$ cat src/bavg_pkg.sv
`default_nettype none
package bavg_pkg;

	localparam int GLEN_W = 9;
	localparam logic [GLEN_W-1:0] GLEN_RESET = 9'd4;

	localparam logic [1:0] ST_IDLE = 2'd0;
	localparam logic [1:0] ST_DIV  = 2'd1;

endpackage
`default_nettype wire

$ cat src/bavg_in_if.sv
`default_nettype none
interface bavg_in_if #(
	parameter int SAMPLE_WIDTH = 16
);
	logic                           valid;
	logic                           ready;
	logic signed [SAMPLE_WIDTH-1:0] sample;
	logic                           end_of_packet;

	modport source (output valid, sample, end_of_packet, input ready);
	modport sink (input valid, sample, end_of_packet, output ready);
endinterface
`default_nettype wire

$ cat src/bavg_out_if.sv
`default_nettype none
interface bavg_out_if #(
	parameter int SAMPLE_WIDTH = 16
);
	logic                           valid;
	logic                           ready;
	logic signed [SAMPLE_WIDTH-1:0] average;
	logic                           last;

	modport source (output valid, average, last, input ready);
	modport sink (input valid, average, last, output ready);
endinterface
`default_nettype wire

$ cat src/bavg_cfg_if.sv
`default_nettype none
interface bavg_cfg_if
	import bavg_pkg::*;
();
	logic              valid;
	logic              ready;
	logic [GLEN_W-1:0] data;

	modport source (output valid, data, input ready);
	modport sink (input valid, data, output ready);
endinterface
`default_nettype wire

$ cat src/bavg_front.sv
`default_nettype none
module bavg_front
	import bavg_pkg::*;
#(
	parameter int MAX_GROUP    = 256,
	parameter int SAMPLE_WIDTH = 16,
	parameter int SUM_W        = 24,
	parameter int CNT_W        = 9
) (
	input  wire logic                    clk,
	input  wire logic                    arst_n,
	bavg_in_if.sink                      samples,
	bavg_cfg_if.sink                     cfg,
	output logic                         push_valid,
	input  wire logic                    push_ready,
	output logic [SUM_W+CNT_W:0]         push_data
);

	logic [GLEN_W-1:0] group_len_q;
	logic [SUM_W-1:0]  sum_q;
	logic [CNT_W-1:0]  cnt_q;
	logic [SUM_W-1:0]  sum_new;
	logic [CNT_W-1:0]  cnt_new;
	logic [31:0]       glen_ext;
	logic [31:0]       eff_len;
	logic              close;
	logic              accept;

	assign cfg.ready     = 1'b1;
	assign samples.ready = push_ready;
	assign accept        = samples.valid && push_ready;

	assign glen_ext = 32'(group_len_q);
	assign eff_len  = (glen_ext == 32'd0) ? 32'd1 :
	                  (glen_ext > 32'(MAX_GROUP)) ? 32'(MAX_GROUP) : glen_ext;

	assign sum_new = sum_q + {{(SUM_W-SAMPLE_WIDTH){samples.sample[SAMPLE_WIDTH-1]}},
	                          samples.sample};
	assign cnt_new = cnt_q + CNT_W'(1);
	assign close   = samples.end_of_packet || (32'(cnt_new) >= eff_len);

	assign push_valid = accept && close;
	assign push_data  = {sum_new, cnt_new, samples.end_of_packet};

	always_ff @(posedge clk or negedge arst_n) begin
		if (!arst_n) begin
			group_len_q <= GLEN_RESET;
			sum_q       <= '0;
			cnt_q       <= '0;
		end else begin
			if (cfg.valid) begin
				group_len_q <= cfg.data;
			end
			if (accept) begin
				if (close) begin
					sum_q <= '0;
					cnt_q <= '0;
				end else begin
					sum_q <= sum_new;
					cnt_q <= cnt_new;
				end
			end
		end
	end

endmodule
`default_nettype wire

$ cat src/bavg_queue.sv
`default_nettype none
module bavg_queue #(
	parameter int WIDTH = 34
) (
	input  wire logic             clk,
	input  wire logic             arst_n,
	input  wire logic             push_valid,
	output logic                  push_ready,
	input  wire logic [WIDTH-1:0] push_data,
	output logic                  pop_valid,
	input  wire logic             pop,
	output logic [WIDTH-1:0]      pop_data
);

	logic [WIDTH-1:0] entry_q [2];
	logic             wptr_q;
	logic             rptr_q;
	logic [1:0]       fill_q;
	logic             do_push;
	logic             do_pop;

	assign push_ready = (fill_q != 2'd2);
	assign pop_valid  = (fill_q != 2'd0);
	assign pop_data   = entry_q[rptr_q];
	assign do_push    = push_valid && push_ready;
	assign do_pop     = pop && pop_valid;

	always_ff @(posedge clk) begin
		if (do_push) begin
			entry_q[wptr_q] <= push_data;
		end
	end

	always_ff @(posedge clk or negedge arst_n) begin
		if (!arst_n) begin
			wptr_q <= 1'b0;
			rptr_q <= 1'b0;
			fill_q <= 2'd0;
		end else begin
			if (do_push) begin
				wptr_q <= ~wptr_q;
			end
			if (do_pop) begin
				rptr_q <= ~rptr_q;
			end
			case ({do_push, do_pop})
				2'b10:   fill_q <= fill_q + 2'd1;
				2'b01:   fill_q <= fill_q - 2'd1;
				default: fill_q <= fill_q;
			endcase
		end
	end

endmodule
`default_nettype wire

$ cat src/bavg_div.sv
`default_nettype none
module bavg_div
	import bavg_pkg::*;
#(
	parameter int SAMPLE_WIDTH = 16,
	parameter int SUM_W        = 24,
	parameter int CNT_W        = 9
) (
	input  wire logic                 clk,
	input  wire logic                 arst_n,
	input  wire logic                 pop_valid,
	output logic                      pop,
	input  wire logic [SUM_W+CNT_W:0] pop_data,
	bavg_out_if.source                averages
);

	localparam int STEP_W = $clog2(SUM_W + 1);

	logic [1:0]              state_q;
	logic [STEP_W-1:0]       step_q;
	logic [SUM_W-1:0]        quo_q;
	logic [CNT_W-1:0]        rem_q;
	logic [CNT_W-1:0]        div_q;
	logic                    neg_q;
	logic                    last_q;
	logic                    out_valid_q;
	logic [SAMPLE_WIDTH-1:0] out_avg_q;
	logic                    out_last_q;

	logic [SUM_W-1:0] in_sum;
	logic [CNT_W-1:0] in_cnt;
	logic             in_last;
	logic [SUM_W-1:0] in_mag;
	logic [CNT_W:0]   trial;
	logic [CNT_W:0]   diff;
	logic             ge;
	logic             done;
	logic             out_free;
	logic [SUM_W-1:0] signed_quo;

	assign {in_sum, in_cnt, in_last} = pop_data;
	assign in_mag = in_sum[SUM_W-1] ? (~in_sum + SUM_W'(1)) : in_sum;

	assign trial = {rem_q, quo_q[SUM_W-1]};
	assign diff  = trial - {1'b0, div_q};
	assign ge    = (trial >= {1'b0, div_q});

	assign done       = (step_q == STEP_W'(SUM_W));
	assign out_free   = !out_valid_q || averages.ready;
	assign signed_quo = neg_q ? (~quo_q + SUM_W'(1)) : quo_q;

	assign pop              = (state_q == ST_IDLE) && pop_valid;
	assign averages.valid   = out_valid_q;
	assign averages.average = out_avg_q;
	assign averages.last    = out_last_q;

	always_ff @(posedge clk) begin
		if (pop) begin
			quo_q  <= in_mag;
			rem_q  <= '0;
			div_q  <= in_cnt;
			neg_q  <= in_sum[SUM_W-1];
			last_q <= in_last;
		end else if ((state_q == ST_DIV) && !done) begin
			quo_q <= {quo_q[SUM_W-2:0], ge};
			rem_q <= ge ? diff[CNT_W-1:0] : trial[CNT_W-1:0];
		end
		if ((state_q == ST_DIV) && done && out_free) begin
			out_avg_q  <= signed_quo[SAMPLE_WIDTH-1:0];
			out_last_q <= last_q;
		end
	end

	always_ff @(posedge clk or negedge arst_n) begin
		if (!arst_n) begin
			state_q     <= ST_IDLE;
			step_q      <= '0;
			out_valid_q <= 1'b0;
		end else begin
			if ((state_q == ST_DIV) && done && out_free) begin
				out_valid_q <= 1'b1;
			end else if (averages.ready) begin
				out_valid_q <= 1'b0;
			end
			case (state_q)
				ST_IDLE: begin
					if (pop_valid) begin
						state_q <= ST_DIV;
						step_q  <= '0;
					end
				end
				ST_DIV: begin
					if (!done) begin
						step_q <= step_q + STEP_W'(1);
					end else if (out_free) begin
						state_q <= ST_IDLE;
					end
				end
				default: state_q <= ST_IDLE;
			endcase
		end
	end

endmodule
`default_nettype wire

$ cat src/block_average_decimator_unit.sv
`default_nettype none
// Block averager: sums signed samples into groups of group_len (0 acts as 1, values above
// MAX_GROUP act as MAX_GROUP), closing a group early at end of packet, and returns the group
// mean truncated toward zero with the packet-end flag. The front end takes one sample per
// cycle while its two-entry group queue has room; each closed group then occupies the
// restoring divider, one quotient bit per cycle, until its result can enter the output
// register, and the divider takes no new group before then, so short groups can fill the
// queue and hold the front end back. group_len is written through cfg and resets to 4.
module block_average_decimator_unit
	import bavg_pkg::*;
#(
	parameter int MAX_GROUP    = 256,
	parameter int SAMPLE_WIDTH = 16
) (
	input  wire logic  clk,
	input  wire logic  arst_n,
	bavg_in_if.sink    samples,
	bavg_out_if.source averages,
	bavg_cfg_if.sink   cfg
);

	localparam int CNT_W = $clog2(MAX_GROUP + 1);
	localparam int SUM_W = SAMPLE_WIDTH + $clog2(MAX_GROUP);
	localparam int QW    = SUM_W + CNT_W + 1;

	logic          push_valid;
	logic          push_ready;
	logic [QW-1:0] push_data;
	logic          pop_valid;
	logic          pop;
	logic [QW-1:0] pop_data;

	bavg_front #(
		.MAX_GROUP    (MAX_GROUP),
		.SAMPLE_WIDTH (SAMPLE_WIDTH),
		.SUM_W        (SUM_W),
		.CNT_W        (CNT_W)
	) u_front (
		.clk        (clk),
		.arst_n     (arst_n),
		.samples    (samples),
		.cfg        (cfg),
		.push_valid (push_valid),
		.push_ready (push_ready),
		.push_data  (push_data)
	);

	bavg_queue #(
		.WIDTH (QW)
	) u_queue (
		.clk        (clk),
		.arst_n     (arst_n),
		.push_valid (push_valid),
		.push_ready (push_ready),
		.push_data  (push_data),
		.pop_valid  (pop_valid),
		.pop        (pop),
		.pop_data   (pop_data)
	);

	bavg_div #(
		.SAMPLE_WIDTH (SAMPLE_WIDTH),
		.SUM_W        (SUM_W),
		.CNT_W        (CNT_W)
	) u_div (
		.clk       (clk),
		.arst_n    (arst_n),
		.pop_valid (pop_valid),
		.pop       (pop),
		.pop_data  (pop_data),
		.averages  (averages)
	);

endmodule
`default_nettype wire

$ cat src/flat_wrapper.sv
// flat-port wrapper written by rule: the top's interface ports become plain ports
module block_average_decimator_unit_flat import bavg_pkg::*;
#(
	parameter int MAX_GROUP    = 256,
	parameter int SAMPLE_WIDTH = 16
)
  (clk, arst_n, samples_valid, samples_sample, samples_end_of_packet, samples_ready, averages_valid, averages_average, averages_last, averages_ready, cfg_valid, cfg_data, cfg_ready);
  bavg_in_if #(.SAMPLE_WIDTH(SAMPLE_WIDTH)) samples_i ();
  bavg_out_if #(.SAMPLE_WIDTH(SAMPLE_WIDTH)) averages_i ();
  bavg_cfg_if cfg_i ();
  input  wire logic clk;
  input  wire logic arst_n;
  input wire logic [$bits(samples_i.valid)-1:0] samples_valid;
  input wire logic [$bits(samples_i.sample)-1:0] samples_sample;
  input wire logic [$bits(samples_i.end_of_packet)-1:0] samples_end_of_packet;
  output wire logic [$bits(samples_i.ready)-1:0] samples_ready;
  output wire logic [$bits(averages_i.valid)-1:0] averages_valid;
  output wire logic [$bits(averages_i.average)-1:0] averages_average;
  output wire logic [$bits(averages_i.last)-1:0] averages_last;
  input wire logic [$bits(averages_i.ready)-1:0] averages_ready;
  input wire logic [$bits(cfg_i.valid)-1:0] cfg_valid;
  input wire logic [$bits(cfg_i.data)-1:0] cfg_data;
  output wire logic [$bits(cfg_i.ready)-1:0] cfg_ready;
  assign samples_i.valid = samples_valid;
  assign samples_i.sample = samples_sample;
  assign samples_i.end_of_packet = samples_end_of_packet;
  assign samples_ready = samples_i.ready;
  assign averages_valid = averages_i.valid;
  assign averages_average = averages_i.average;
  assign averages_last = averages_i.last;
  assign averages_i.ready = averages_ready;
  assign cfg_i.valid = cfg_valid;
  assign cfg_i.data = cfg_data;
  assign cfg_ready = cfg_i.ready;
  block_average_decimator_unit #(.MAX_GROUP(MAX_GROUP), .SAMPLE_WIDTH(SAMPLE_WIDTH)) u_core (.clk(clk), .arst_n(arst_n), .samples(samples_i), .averages(averages_i), .cfg(cfg_i));
endmodule
$ cat config.mk
export PLATFORM = sky130hd
export DESIGN_NAME = block_average_decimator_unit_flat
export DESIGN_NICKNAME = d
export VERILOG_FILES = /design/src/bavg_pkg.sv /design/src/bavg_in_if.sv /design/src/bavg_out_if.sv /design/src/bavg_cfg_if.sv /design/src/bavg_front.sv /design/src/bavg_queue.sv /design/src/bavg_div.sv /design/src/block_average_decimator_unit.sv /design/src/flat_wrapper.sv
export SDC_FILE = /design/constraint.sdc
export NUM_CORES = 1
export LEC_CHECK = 0
export ABC_AREA = 1
export BUFFER_PORTS_ARGS = -buffer_cell sky130_fd_sc_hd__buf_2
export CAP_MARGIN = 10
export CORE_UTILIZATION = 62
export DETAILED_ROUTE_END_ITERATION = 10
export GPL_ROUTABILITY_DRIVEN = 0
export PLACE_DENSITY = 0.81
export SLEW_MARGIN = 30
export SYNTH_ARGS = -nofsm -noshare
export SYNTH_HDL_FRONTEND = slang
export SYNTH_SLANG_ARGS = --single-unit
$ cat constraint.sdc
create_clock -name clk -period 5.7 [get_ports clk]
set_clock_uncertainty 0.05 [all_clocks]
set_input_delay 1.14 -clock clk [delete_from_list [all_inputs] [get_ports clk]]
set_output_delay 1.14 -clock clk [all_outputs]
set_load 0.1 [all_outputs]
==> run_summary.xml, run 1 <==
<?xml version="1.0" encoding="UTF-8"?>
<metrics>
  <group name="synthesis">
    <metric name="synth-async-reset-ratio" unit="">0.291</metric>
    <metric name="yosysSeqAreaShare" unit="">0.489</metric>
    <metric name="synthMuxAreaShare" unit="">0</metric>
    <metric name="synth_area_leader_cell" unit="">sky130_fd_sc_hd__edfxtp_1</metric>
    <metric name="mappedNetlistNets" unit="">1356</metric>
    <metric name="netlist-cell-type-count" unit="">42</metric>
    <metric name="synth_flop_cell" unit="">sky130_fd_sc_hd__edfxtp_1</metric>
    <metric name="avgSynthCellArea" unit="um^2">8.20</metric>
    <metric name="ys_ff_latch" unit="">182</metric>
    <metric name="post_synth_xor_area_fraction" unit="">0.0402</metric>
    <metric name="synth_top_family_by_area" unit="">simple AND/OR/NAND/NOR gates</metric>
    <metric name="synth_cells" unit="">1276</metric>
    <metric name="synth.area.top_cells" unit="">sky130_fd_sc_hd__edfxtp_1 34%, sky130_fd_sc_hd__nand2_1 17%, sky130_fd_sc_hd__dfrtp_1 12%</metric>
    <metric name="yosysMostFrequentCell" unit="">sky130_fd_sc_hd__nand2_1</metric>
    <metric name="yosys_synthesis_warning_count" unit="">0</metric>
    <metric name="post_synthesis_share_of_cell_area_spent_on_and_or_nand_and_nor_gates" unit="">0.275</metric>
    <metric name="mapped_cell_area" unit="um^2">10500</metric>
    <metric name="synth_edf_count" unit="">120</metric>
    <metric name="post_synth_top_area_share" unit="">0.344</metric>
    <metric name="synthTopCellsByCount" unit="">466 x sky130_fd_sc_hd__nand2_1, 176 x sky130_fd_sc_hd__inv_1, 120 x sky130_fd_sc_hd__edfxtp_1, 77 x sky130_fd_sc_hd__nand3_1, 63 x sky130_fd_sc_hd__nor2_1</metric>
    <metric name="synth_adder_area_share" unit="">0.0600</metric>
    <metric name="synth-compound-area-share" unit="">0.0549</metric>
  </group>
  <group name="grt">
    <metric name="grt_residual_overflow" unit="">0</metric>
    <metric name="antenna_found_initial" unit="">0</metric>
    <metric name="number_of_global_route_vias_before_repair" unit="">7431</metric>
    <metric name="grt_pass1_wl" unit="mm">34.0</metric>
    <metric name="grt.total_usage" unit="">0.246</metric>
    <metric name="grt_start_max_net_pins" unit="">54</metric>
  </group>
  <group name="critical_path">
    <metric name="critical_path.endpoint_type" unit="">register</metric>
    <metric name="worst-endpoint-required" unit="ns">5.75</metric>
    <metric name="type_of_the_worst_setup_path" unit="">reg2reg</metric>
    <metric name="crit_chain" unit="">ha_1 -&gt; nand3_1 -&gt; nor3_1 -&gt; nand3_1 -&gt; xor2_1 -&gt; ha_1 -&gt; nand2_1 -&gt; nor2_1 -&gt; nand3b_1 -&gt; nand3_1 -&gt; nor2_1 -&gt; nand2_1 -&gt; nand2_1 -&gt; nor2_2 -&gt; buf_4</metric>
    <metric name="crit_slowest_cell" unit="">sky130_fd_sc_hd__dfrtp_1</metric>
    <metric name="critical-path-top-delay-family" unit="">simple AND/OR/NAND/NOR gates</metric>
    <metric name="worst-path-buf-inv" unit="">1</metric>
    <metric name="path_max_fanout" unit="">30</metric>
    <metric name="cp_slowest_stage_delay" unit="ns">0.42</metric>
    <metric name="worstPathArrival" unit="ns">3.51</metric>
    <metric name="worst_setup_path_start_kind" unit="">register</metric>
  </group>
  <group name="timing">
    <metric name="final.min_clock_period" unit="ns">3.46</metric>
    <metric name="finalHoldWorstSlack" unit="ns">0.379</metric>
    <metric name="setup_repair_after_global_routing_missed_its_margin" unit="">no</metric>
    <metric name="slew_headroom" unit="">0.509</metric>
    <metric name="timing_worst_slew_pin_value" unit="ns">0.736</metric>
    <metric name="finalSetupViolCount" unit="">0</metric>
    <metric name="finalMaxSlewViolations" unit="">0</metric>
    <metric name="finalHoldViolCount" unit="">0</metric>
    <metric name="fin_tns_setup" unit="ns">0</metric>
    <metric name="share_of_the_clock_period_used_by_the_worst_path_after_layout" unit="">0.607</metric>
    <metric name="max_clock_freq" unit="GHz">0.289</metric>
  </group>
  <group name="clocking">
    <metric name="inserted_clock_buffers" unit="">17</metric>
    <metric name="cts.clk_slew.worst_paths" unit="ns">0.06</metric>
    <metric name="cts_root_buffer" unit="">sky130_fd_sc_hd__clkbuf_16</metric>
    <metric name="hold_buffers" unit="">0</metric>
    <metric name="cts_setup_buffers" unit="">0</metric>
    <metric name="tritoncts" unit="">built</metric>
    <metric name="cts.sink_count" unit="">182</metric>
    <metric name="htree_num_levels" unit="">4</metric>
    <metric name="post_cts_resize_count" unit="">0</metric>
    <metric name="worstSkewPairLatency" unit="ns">0.43</metric>
    <metric name="clockBufferDepth" unit="">2</metric>
  </group>
  <group name="power_and_ir_drop">
    <metric name="vdd_ir_drop_max" unit="mV">0.280</metric>
    <metric name="p_total" unit="uW">6260</metric>
    <metric name="p_per_area" unit="nW/um^2">546</metric>
    <metric name="power.leakage" unit="uW">0.00565</metric>
  </group>
  <group name="final_layout">
    <metric name="finalCoreUtilization" unit="">0.694</metric>
    <metric name="final_area" unit="um^2">11500</metric>
    <metric name="flow.area_growth_from_synthesis" unit="%">9.62</metric>
    <metric name="nets" unit="">1405</metric>
    <metric name="antenna_cells" unit="">0</metric>
    <metric name="post_route_cells_drive_above_1_share" unit="">0.0904</metric>
    <metric name="filler_cell_count" unit="">1290</metric>
  </group>
  <group name="die">
    <metric name="core_area" unit="um^2">16500</metric>
    <metric name="initial_utilization" unit="">0.633</metric>
    <metric name="die_x" unit="um">132</metric>
    <metric name="dieArea" unit="um^2">17400</metric>
    <metric name="die_y" unit="um">132</metric>
    <metric name="io_pins" unit="">51</metric>
    <metric name="std_cell_rows" unit="">47</metric>
  </group>
  <group name="routing">
    <metric name="route.detailed.drc" unit="">0</metric>
    <metric name="wl_per_cell" unit="um">13.1</metric>
    <metric name="total_iterations_of_the_first_detailed_routing_run" unit="">7</metric>
    <metric name="via_per_inst" unit="">5.23</metric>
    <metric name="antenna_violating_nets_post_route" unit="">0</metric>
    <metric name="iteration_0_drc_markers" unit="">645</metric>
    <metric name="num_vias" unit="">8144</metric>
    <metric name="final_wl" unit="mm">20.3</metric>
  </group>
  <group name="placement">
    <metric name="postPlaceCellArea" unit="um^2">10900</metric>
    <metric name="dp.final_hpwl" unit="mm">14.7</metric>
    <metric name="numPortBuffers" unit="">49</metric>
  </group>
  <group name="worst_hold_path">
    <metric name="min-delay-path-class" unit="">reg2reg</metric>
  </group>
  <group name="run_status">
    <metric name="status" unit="">complete, no violations</metric>
  </group>
  <group name="job">
    <metric name="drv_cap" unit="">0</metric>
  </group>
</metrics>
cells in the final DEF (no fill, tap or decap), types with 3 or more instances in the layout:
master and instances:
sky130_fd_sc_hd__inv_2 3, sky130_fd_sc_hd__clkinv_1 3, sky130_fd_sc_hd__ha_1 47, sky130_fd_sc_hd__nand2_1 465
sky130_fd_sc_hd__o21ai_1 9, sky130_fd_sc_hd__o21ai_0 52, sky130_fd_sc_hd__nor2_1 61, sky130_fd_sc_hd__clkbuf_16 17
sky130_fd_sc_hd__clkinvlp_4 3, sky130_fd_sc_hd__nor2_2 6, sky130_fd_sc_hd__and2_1 9, sky130_fd_sc_hd__o21bai_1 3
sky130_fd_sc_hd__or2_2 3, sky130_fd_sc_hd__edfxtp_1 120, sky130_fd_sc_hd__inv_1 176, sky130_fd_sc_hd__dfrtp_1 52
sky130_fd_sc_hd__a21oi_1 30, sky130_fd_sc_hd__clkbuf_1 3, sky130_fd_sc_hd__nand4_1 20, sky130_fd_sc_hd__o21ai_2 5
sky130_fd_sc_hd__dfxtp_1 9, sky130_fd_sc_hd__xnor2_1 10, sky130_fd_sc_hd__nand3b_1 15, sky130_fd_sc_hd__nand3_1 77
sky130_fd_sc_hd__nand2_2 8, sky130_fd_sc_hd__xor2_1 38, sky130_fd_sc_hd__buf_4 8, sky130_fd_sc_hd__buf_2 49
sky130_fd_sc_hd__clkinv_2 3, sky130_fd_sc_hd__nor3_1 8, sky130_fd_sc_hd__nand3_2 3
final timing paths:
check	endpoint	slack, ns	depth (start not counted)	startpoint
max	u_core.u_queue.entry_q[1][23]	2.24	15	u_core.u_front.cnt_q[0]
min	u_core.u_div.averages.last	0.38	0	u_core.u_div.last_q
max reg2reg	u_core.u_queue.entry_q[1][23]	2.24	15	u_core.u_front.cnt_q[0]
min reg2reg	u_core.u_div.averages.last	0.38	0	u_core.u_div.last_q
max in group asynchronous	u_core.u_front.sum_q[18]	4.31	2	arst_n
min in group asynchronous	u_core.u_div.step_q[2]	0.77	2	arst_n
area by class of cell:
| type | count | area [um^2] | share of cell area |
|---|---|---|---|
| well taps | 220 | 275 | 0.0240 |
| flip-flops and latches | 182 | 5110 | 0.446 |
| clock inverters | 12 | 130 | 0.0113 |
| repair buffers | 57 | 305 | 0.0266 |
| multi-input cells | 885 | 4520 | 0.394 |
| clock buffers | 20 | 437 | 0.0381 |
| inverters | 182 | 686 | 0.0598 |
worst reg2reg max path: stages (launching register included):
cell                       delay [ns]
sky130_fd_sc_hd__dfrtp_1         0.42
sky130_fd_sc_hd__ha_1            0.23
sky130_fd_sc_hd__nand3_1         0.13
sky130_fd_sc_hd__nor3_1          0.28
sky130_fd_sc_hd__nand3_1         0.14
sky130_fd_sc_hd__xor2_1          0.21
sky130_fd_sc_hd__ha_1            0.32
sky130_fd_sc_hd__nand2_1         0.07
sky130_fd_sc_hd__nor2_1          0.13
sky130_fd_sc_hd__nand3b_1        0.09
sky130_fd_sc_hd__nand3_1         0.09
sky130_fd_sc_hd__nor2_1          0.05
sky130_fd_sc_hd__nand2_1         0.10
sky130_fd_sc_hd__nand2_1         0.13
sky130_fd_sc_hd__nor2_2          0.26
sky130_fd_sc_hd__buf_4           0.41
registers in the layout, indices dropped and copies added, names as in the netlist:
| name | flops |
|---|---|
| u_core.u_div.step_q | 5 |
| u_core.u_queue.entry_q | 68 |
| u_core.u_div.last_q | 1 |
| u_core.u_div.averages.average | 16 |
| u_core.u_queue.wptr_q | 1 |
| u_core.u_queue.rptr_q | 1 |
| u_core.u_front.group_len_q | 9 |
| u_core.u_div.averages.valid | 1 |
| u_core.u_div.neg_q | 1 |
| u_core.u_div.div_q | 9 |
| u_core.u_div.averages.last | 1 |
| u_core.u_front.cnt_q | 9 |
| u_core.u_queue.fill_q | 2 |
| u_core.u_div.quo_q | 24 |
| u_core.u_front.sum_q | 24 |
| u_core.u_div.rem_q | 9 |
| u_core.u_div.state_q | 1 |
cells by family after synthesis:
group,Yosys count
DFF,182
buffers and inverters,209
and+or+nand+nor,681
other,1
adders and majority gates,49
xor gates and xnor gates,48
AOI/OAI and AO/OA,106
through the flow:
stage | setup WS, ns | std cells
2_1_floorplan | 1.69 | 1276
3_3_place_gp | 2.19 | 1526
3_5_place_dp | 2.14 | 1526
4_1_cts | 2.24 | 1558
5_1_grt | 1.92 | 1558
6_report | 2.24 | 1558
power breakdown:
part / switching, uW / total (uW) / internal, uW
Combinational: 1960 / 2880 / 922
Clock: 493 / 1140 / 646
Sequential: 219 / 2240 / 2020
metal layers:
| layer | share of wire | wire [um] | GRT usage |
|---|---|---|---|
| met2 | 0.48 | 9720 | 0.410 |
| met1 | 0.45 | 9180 | 0.325 |
| met5 | 0 | 0 | 0 |
| met4 | 0.021 | 424 | 0.0950 |
| met3 | 0.049 | 1000 | 0.0381 |
No activity file was read; power rests on OpenSTA's default activity.
==> inputs of run 2 (changes only) <==
Clock period 5.7 ns to 3.6 ns, I/O delays scaled along.
==> run 2 against run 1 <==
Sequential power grew 58%; worst hold slack lost 0.047 ns; sequential share of layout area shrank 0.42 points; critical endpoint is now u_core.u_queue.fill_q[1]; cell count grew 0.26%; worst setup slack lost 1.9 ns; non-clock buffer count grew 4; global-route usage grew 0.89 points; sequential cell count is the same; critical path type unchanged; via count grew 1.2%; clock-buffer cell count shrank 1; combinational power grew 60%.
==> run_summary.xml, run 2 (synthesis results as in run 1) <==
<?xml version="1.0" encoding="UTF-8"?>
<metrics>
  <group name="timing">
    <metric name="fin_tns_setup" unit="ns">0</metric>
    <metric name="timing_worst_slew_pin_value" unit="ns">0.877</metric>
    <metric name="max_clock_freq" unit="GHz">0.307</metric>
    <metric name="finalHoldViolCount" unit="">0</metric>
    <metric name="final.min_clock_period" unit="ns">3.26</metric>
    <metric name="finalSetupViolCount" unit="">0</metric>
    <metric name="slew_headroom" unit="">0.415</metric>
    <metric name="setup_repair_after_global_routing_missed_its_margin" unit="">no</metric>
    <metric name="share_of_the_clock_period_used_by_the_worst_path_after_layout" unit="">0.906</metric>
    <metric name="finalMaxSlewViolations" unit="">0</metric>
  </group>
  <group name="routing">
    <metric name="total_iterations_of_the_first_detailed_routing_run" unit="">7</metric>
    <metric name="antenna_violating_nets_post_route" unit="">0</metric>
    <metric name="final_wl" unit="mm">20.9</metric>
    <metric name="num_vias" unit="">8242</metric>
    <metric name="iteration_0_drc_markers" unit="">664</metric>
    <metric name="route.detailed.drc" unit="">0</metric>
    <metric name="via_per_inst" unit="">5.28</metric>
    <metric name="wl_per_cell" unit="um">13.4</metric>
  </group>
  <group name="final_layout">
    <metric name="largest_reg_flops" unit="">68</metric>
    <metric name="largest-register" unit="">u_core.u_queue.entry_q</metric>
    <metric name="antenna_cells" unit="">0</metric>
    <metric name="area.sequential" unit="um^2">5110</metric>
    <metric name="filler_cell_count" unit="">1266</metric>
    <metric name="post_route_cells_drive_above_1_share" unit="">0.0954</metric>
    <metric name="flow.area_growth_from_synthesis" unit="%">10.7</metric>
    <metric name="multi_input_comb_area" unit="um^2">4520</metric>
    <metric name="nets" unit="">1409</metric>
    <metric name="layout.cells.most_common_list" unit="">466 x sky130_fd_sc_hd__nand2_1, 176 x sky130_fd_sc_hd__inv_1, 120 x sky130_fd_sc_hd__edfxtp_1</metric>
    <metric name="mostFrequentLayoutCell" unit="">sky130_fd_sc_hd__nand2_1</metric>
    <metric name="largest_registers" unit="">u_core.u_queue.entry_q (68), u_core.u_div.quo_q (24), u_core.u_front.sum_q (24)</metric>
  </group>
  <group name="power_and_ir_drop">
    <metric name="vdd_ir_drop_max" unit="mV">0.435</metric>
    <metric name="power_frac_seq" unit="">0.349</metric>
    <metric name="p_clk_frac" unit="">0.197</metric>
    <metric name="power.leakage" unit="uW">0.00571</metric>
    <metric name="net-switching-power" unit="uW">4290</metric>
    <metric name="share_comb_of_total_power" unit="">0.454</metric>
    <metric name="p_per_area" unit="nW/um^2">876</metric>
    <metric name="p_total" unit="uW">10100</metric>
    <metric name="cellInternalPower" unit="uW">5860</metric>
    <metric name="switching_power_share_of_the_total" unit="">0.422</metric>
  </group>
  <group name="die">
    <metric name="io_pins" unit="">51</metric>
    <metric name="dieArea" unit="um^2">17400</metric>
    <metric name="initial_utilization" unit="">0.633</metric>
    <metric name="core_area" unit="um^2">16500</metric>
    <metric name="std_cell_rows" unit="">47</metric>
    <metric name="die_x" unit="um">132</metric>
    <metric name="die_y" unit="um">132</metric>
  </group>
  <group name="critical_path">
    <metric name="cp_slowest_stage_delay" unit="ns">0.41</metric>
    <metric name="worst-path-buf-inv" unit="">1</metric>
    <metric name="type_of_the_worst_setup_path" unit="">reg2reg</metric>
    <metric name="worst-endpoint-required" unit="ns">3.87</metric>
    <metric name="critical-path-top-delay-family" unit="">simple AND/OR/NAND/NOR gates</metric>
    <metric name="crit_chain" unit="">ha_1 -&gt; nand3_1 -&gt; nor3_2 -&gt; nand3_1 -&gt; xor2_1 -&gt; ha_1 -&gt; nand2_1 -&gt; inv_1 -&gt; a21oi_1 -&gt; nand3_1 -&gt; nor2_1 -&gt; nand2_1 -&gt; nand2_1 -&gt; ha_1 -&gt; a21oi_1 -&gt; o21ai_0 -&gt; xnor2_1</metric>
    <metric name="worstPathArrival" unit="ns">3.53</metric>
    <metric name="critical_path.endpoint_type" unit="">register</metric>
    <metric name="path_max_fanout" unit="">5</metric>
    <metric name="worst_setup_path_start_kind" unit="">register</metric>
    <metric name="r2r_setup_slack" unit="ns">0.34</metric>
    <metric name="crit_slowest_cell" unit="">sky130_fd_sc_hd__dfrtp_1</metric>
  </group>
  <group name="clocking">
    <metric name="tritoncts" unit="">built</metric>
    <metric name="inserted_clock_buffers" unit="">17</metric>
    <metric name="worstSkewPairLatency" unit="ns">0.44</metric>
    <metric name="clockBufferDepth" unit="">2</metric>
    <metric name="cts_root_buffer" unit="">sky130_fd_sc_hd__clkbuf_16</metric>
    <metric name="cts.clk_slew.worst_paths" unit="ns">0.07</metric>
    <metric name="hold_buffers" unit="">0</metric>
    <metric name="htree_num_levels" unit="">4</metric>
    <metric name="cts.sink_count" unit="">182</metric>
    <metric name="cts_setup_buffers" unit="">0</metric>
  </group>
  <group name="grt">
    <metric name="antenna_found_initial" unit="">0</metric>
    <metric name="grt_util_met3" unit="">0.0442</metric>
    <metric name="grt_residual_overflow" unit="">0</metric>
    <metric name="grt_pass1_wl" unit="mm">35.4</metric>
    <metric name="grt_start_max_net_pins" unit="">42</metric>
    <metric name="grt.total_usage" unit="">0.255</metric>
    <metric name="grt_use_met2" unit="">0.418</metric>
    <metric name="grt_busiest_layer" unit="">met2</metric>
    <metric name="globalRouteMet1Util" unit="">0.338</metric>
    <metric name="number_of_global_route_vias_before_repair" unit="">7813</metric>
  </group>
  <group name="job">
    <metric name="drv_cap" unit="">0</metric>
  </group>
  <group name="placement">
    <metric name="numPortBuffers" unit="">49</metric>
    <metric name="dp.final_hpwl" unit="mm">15.1</metric>
  </group>
  <group name="run_status">
    <metric name="status" unit="">complete, no violations</metric>
  </group>
  <group name="worst_hold_path">
    <metric name="min-delay-path-class" unit="">in2async</metric>
  </group>
</metrics>
## run 2: cell types whose count changed in the layout (fill, tap and decap cells not counted), sizes merged
cell / change
clkbuf: -1
clkinv: -2
buf: +4
inv: +1
bufinv: +2
## run 2: through the flow
step / hold slack, ns / area [um^2] / cells / util / setup WS (ns)
6_report: 0.332 / 11600 / 1562 / 0.701 / 0.339
5_1_grt: 0.394 / 11600 / 1562 / 0.701 / 0.0793
4_1_cts: 0.362 / 11600 / 1562 / 0.700 / 0.285
3_5_place_dp: 0.372 / 10900 / 1530 / 0.662 / 0.274
3_3_place_gp: 0.355 / 10900 / 1530 / 0.662 / 0.403
2_1_floorplan: 0.350 / 10500 / 1276 / - / 0.150
## run 2: worst paths after layout
check | end | start | cells after the start
worst min-delay path | u_core.u_div.step_q[1] | arst_n | 1
worst max-delay path | u_core.u_queue.fill_q[1] | u_core.u_front.cnt_q[0] | 17
worst min register to register | u_core.u_div.averages.last | u_core.u_div.last_q | 0
min in group clk | u_core.u_div.averages.last | u_core.u_div.last_q | 0
worst max register to register | u_core.u_queue.fill_q[1] | u_core.u_front.cnt_q[0] | 17
max in group asynchronous | u_core.u_front.group_len_q[2] | arst_n | 2
## run 2: worst register-to-register path, cell delays in order (launching register included)
cell                      delay [ns]
sky130_fd_sc_hd__dfrtp_1        0.41
sky130_fd_sc_hd__ha_1           0.20
sky130_fd_sc_hd__nand3_1        0.16
sky130_fd_sc_hd__nor3_2         0.19
sky130_fd_sc_hd__nand3_1        0.12
sky130_fd_sc_hd__xor2_1         0.27
sky130_fd_sc_hd__ha_1           0.31
sky130_fd_sc_hd__nand2_1        0.08
sky130_fd_sc_hd__inv_1          0.06
sky130_fd_sc_hd__a21oi_1        0.14
sky130_fd_sc_hd__nand3_1        0.09
sky130_fd_sc_hd__nor2_1         0.12
sky130_fd_sc_hd__nand2_1        0.12
sky130_fd_sc_hd__nand2_1        0.17
sky130_fd_sc_hd__ha_1           0.28
sky130_fd_sc_hd__a21oi_1        0.12
sky130_fd_sc_hd__o21ai_0        0.11
sky130_fd_sc_hd__xnor2_1        0.14
## run 2: power by group through the flow
stage | registers [uW] | logic, uW | clock network (uW)
after floorplan | 3560 | 3510 | 0
after detailed placement | 3560 | 4530 | 0
after global placement | 3540 | 4370 | 0
after global routing | 3600 | 5200 | 2120
final | 3540 | 4610 | 2000
after CTS | 3530 | 4570 | 2020
## run 2: layout make-up
| type | count | area share |
|---|---|---|
| flip-flops and latches | 182 | 0.442 |
| multi-input cells | 885 | 0.390 |
| repair buffers | 61 | 0.0300 |
| clock buffers | 19 | 0.0383 |
| clock inverters | 13 | 0.0168 |
| inverters | 182 | 0.0592 |
| well taps | 220 | 0.0238 |
## run 2: repair_timing
action | in CTS | in global routing
gates resized for setup | 0 | 1
endpoints found under the setup margin | 0 | 1
endpoints found under the hold margin | 0 | 0
## run 2: per-layer routing
layer | part of all wire | vias to the layer above | routed length (um)
met5 | 0 | - | 0
met4 | 0.019 | 0 | 393
met3 | 0.041 | 34 | 866
met2 | 0.48 | 227 | 10100
met1 | 0.46 | 3784 | 9620
li1 | - | 4197 | -
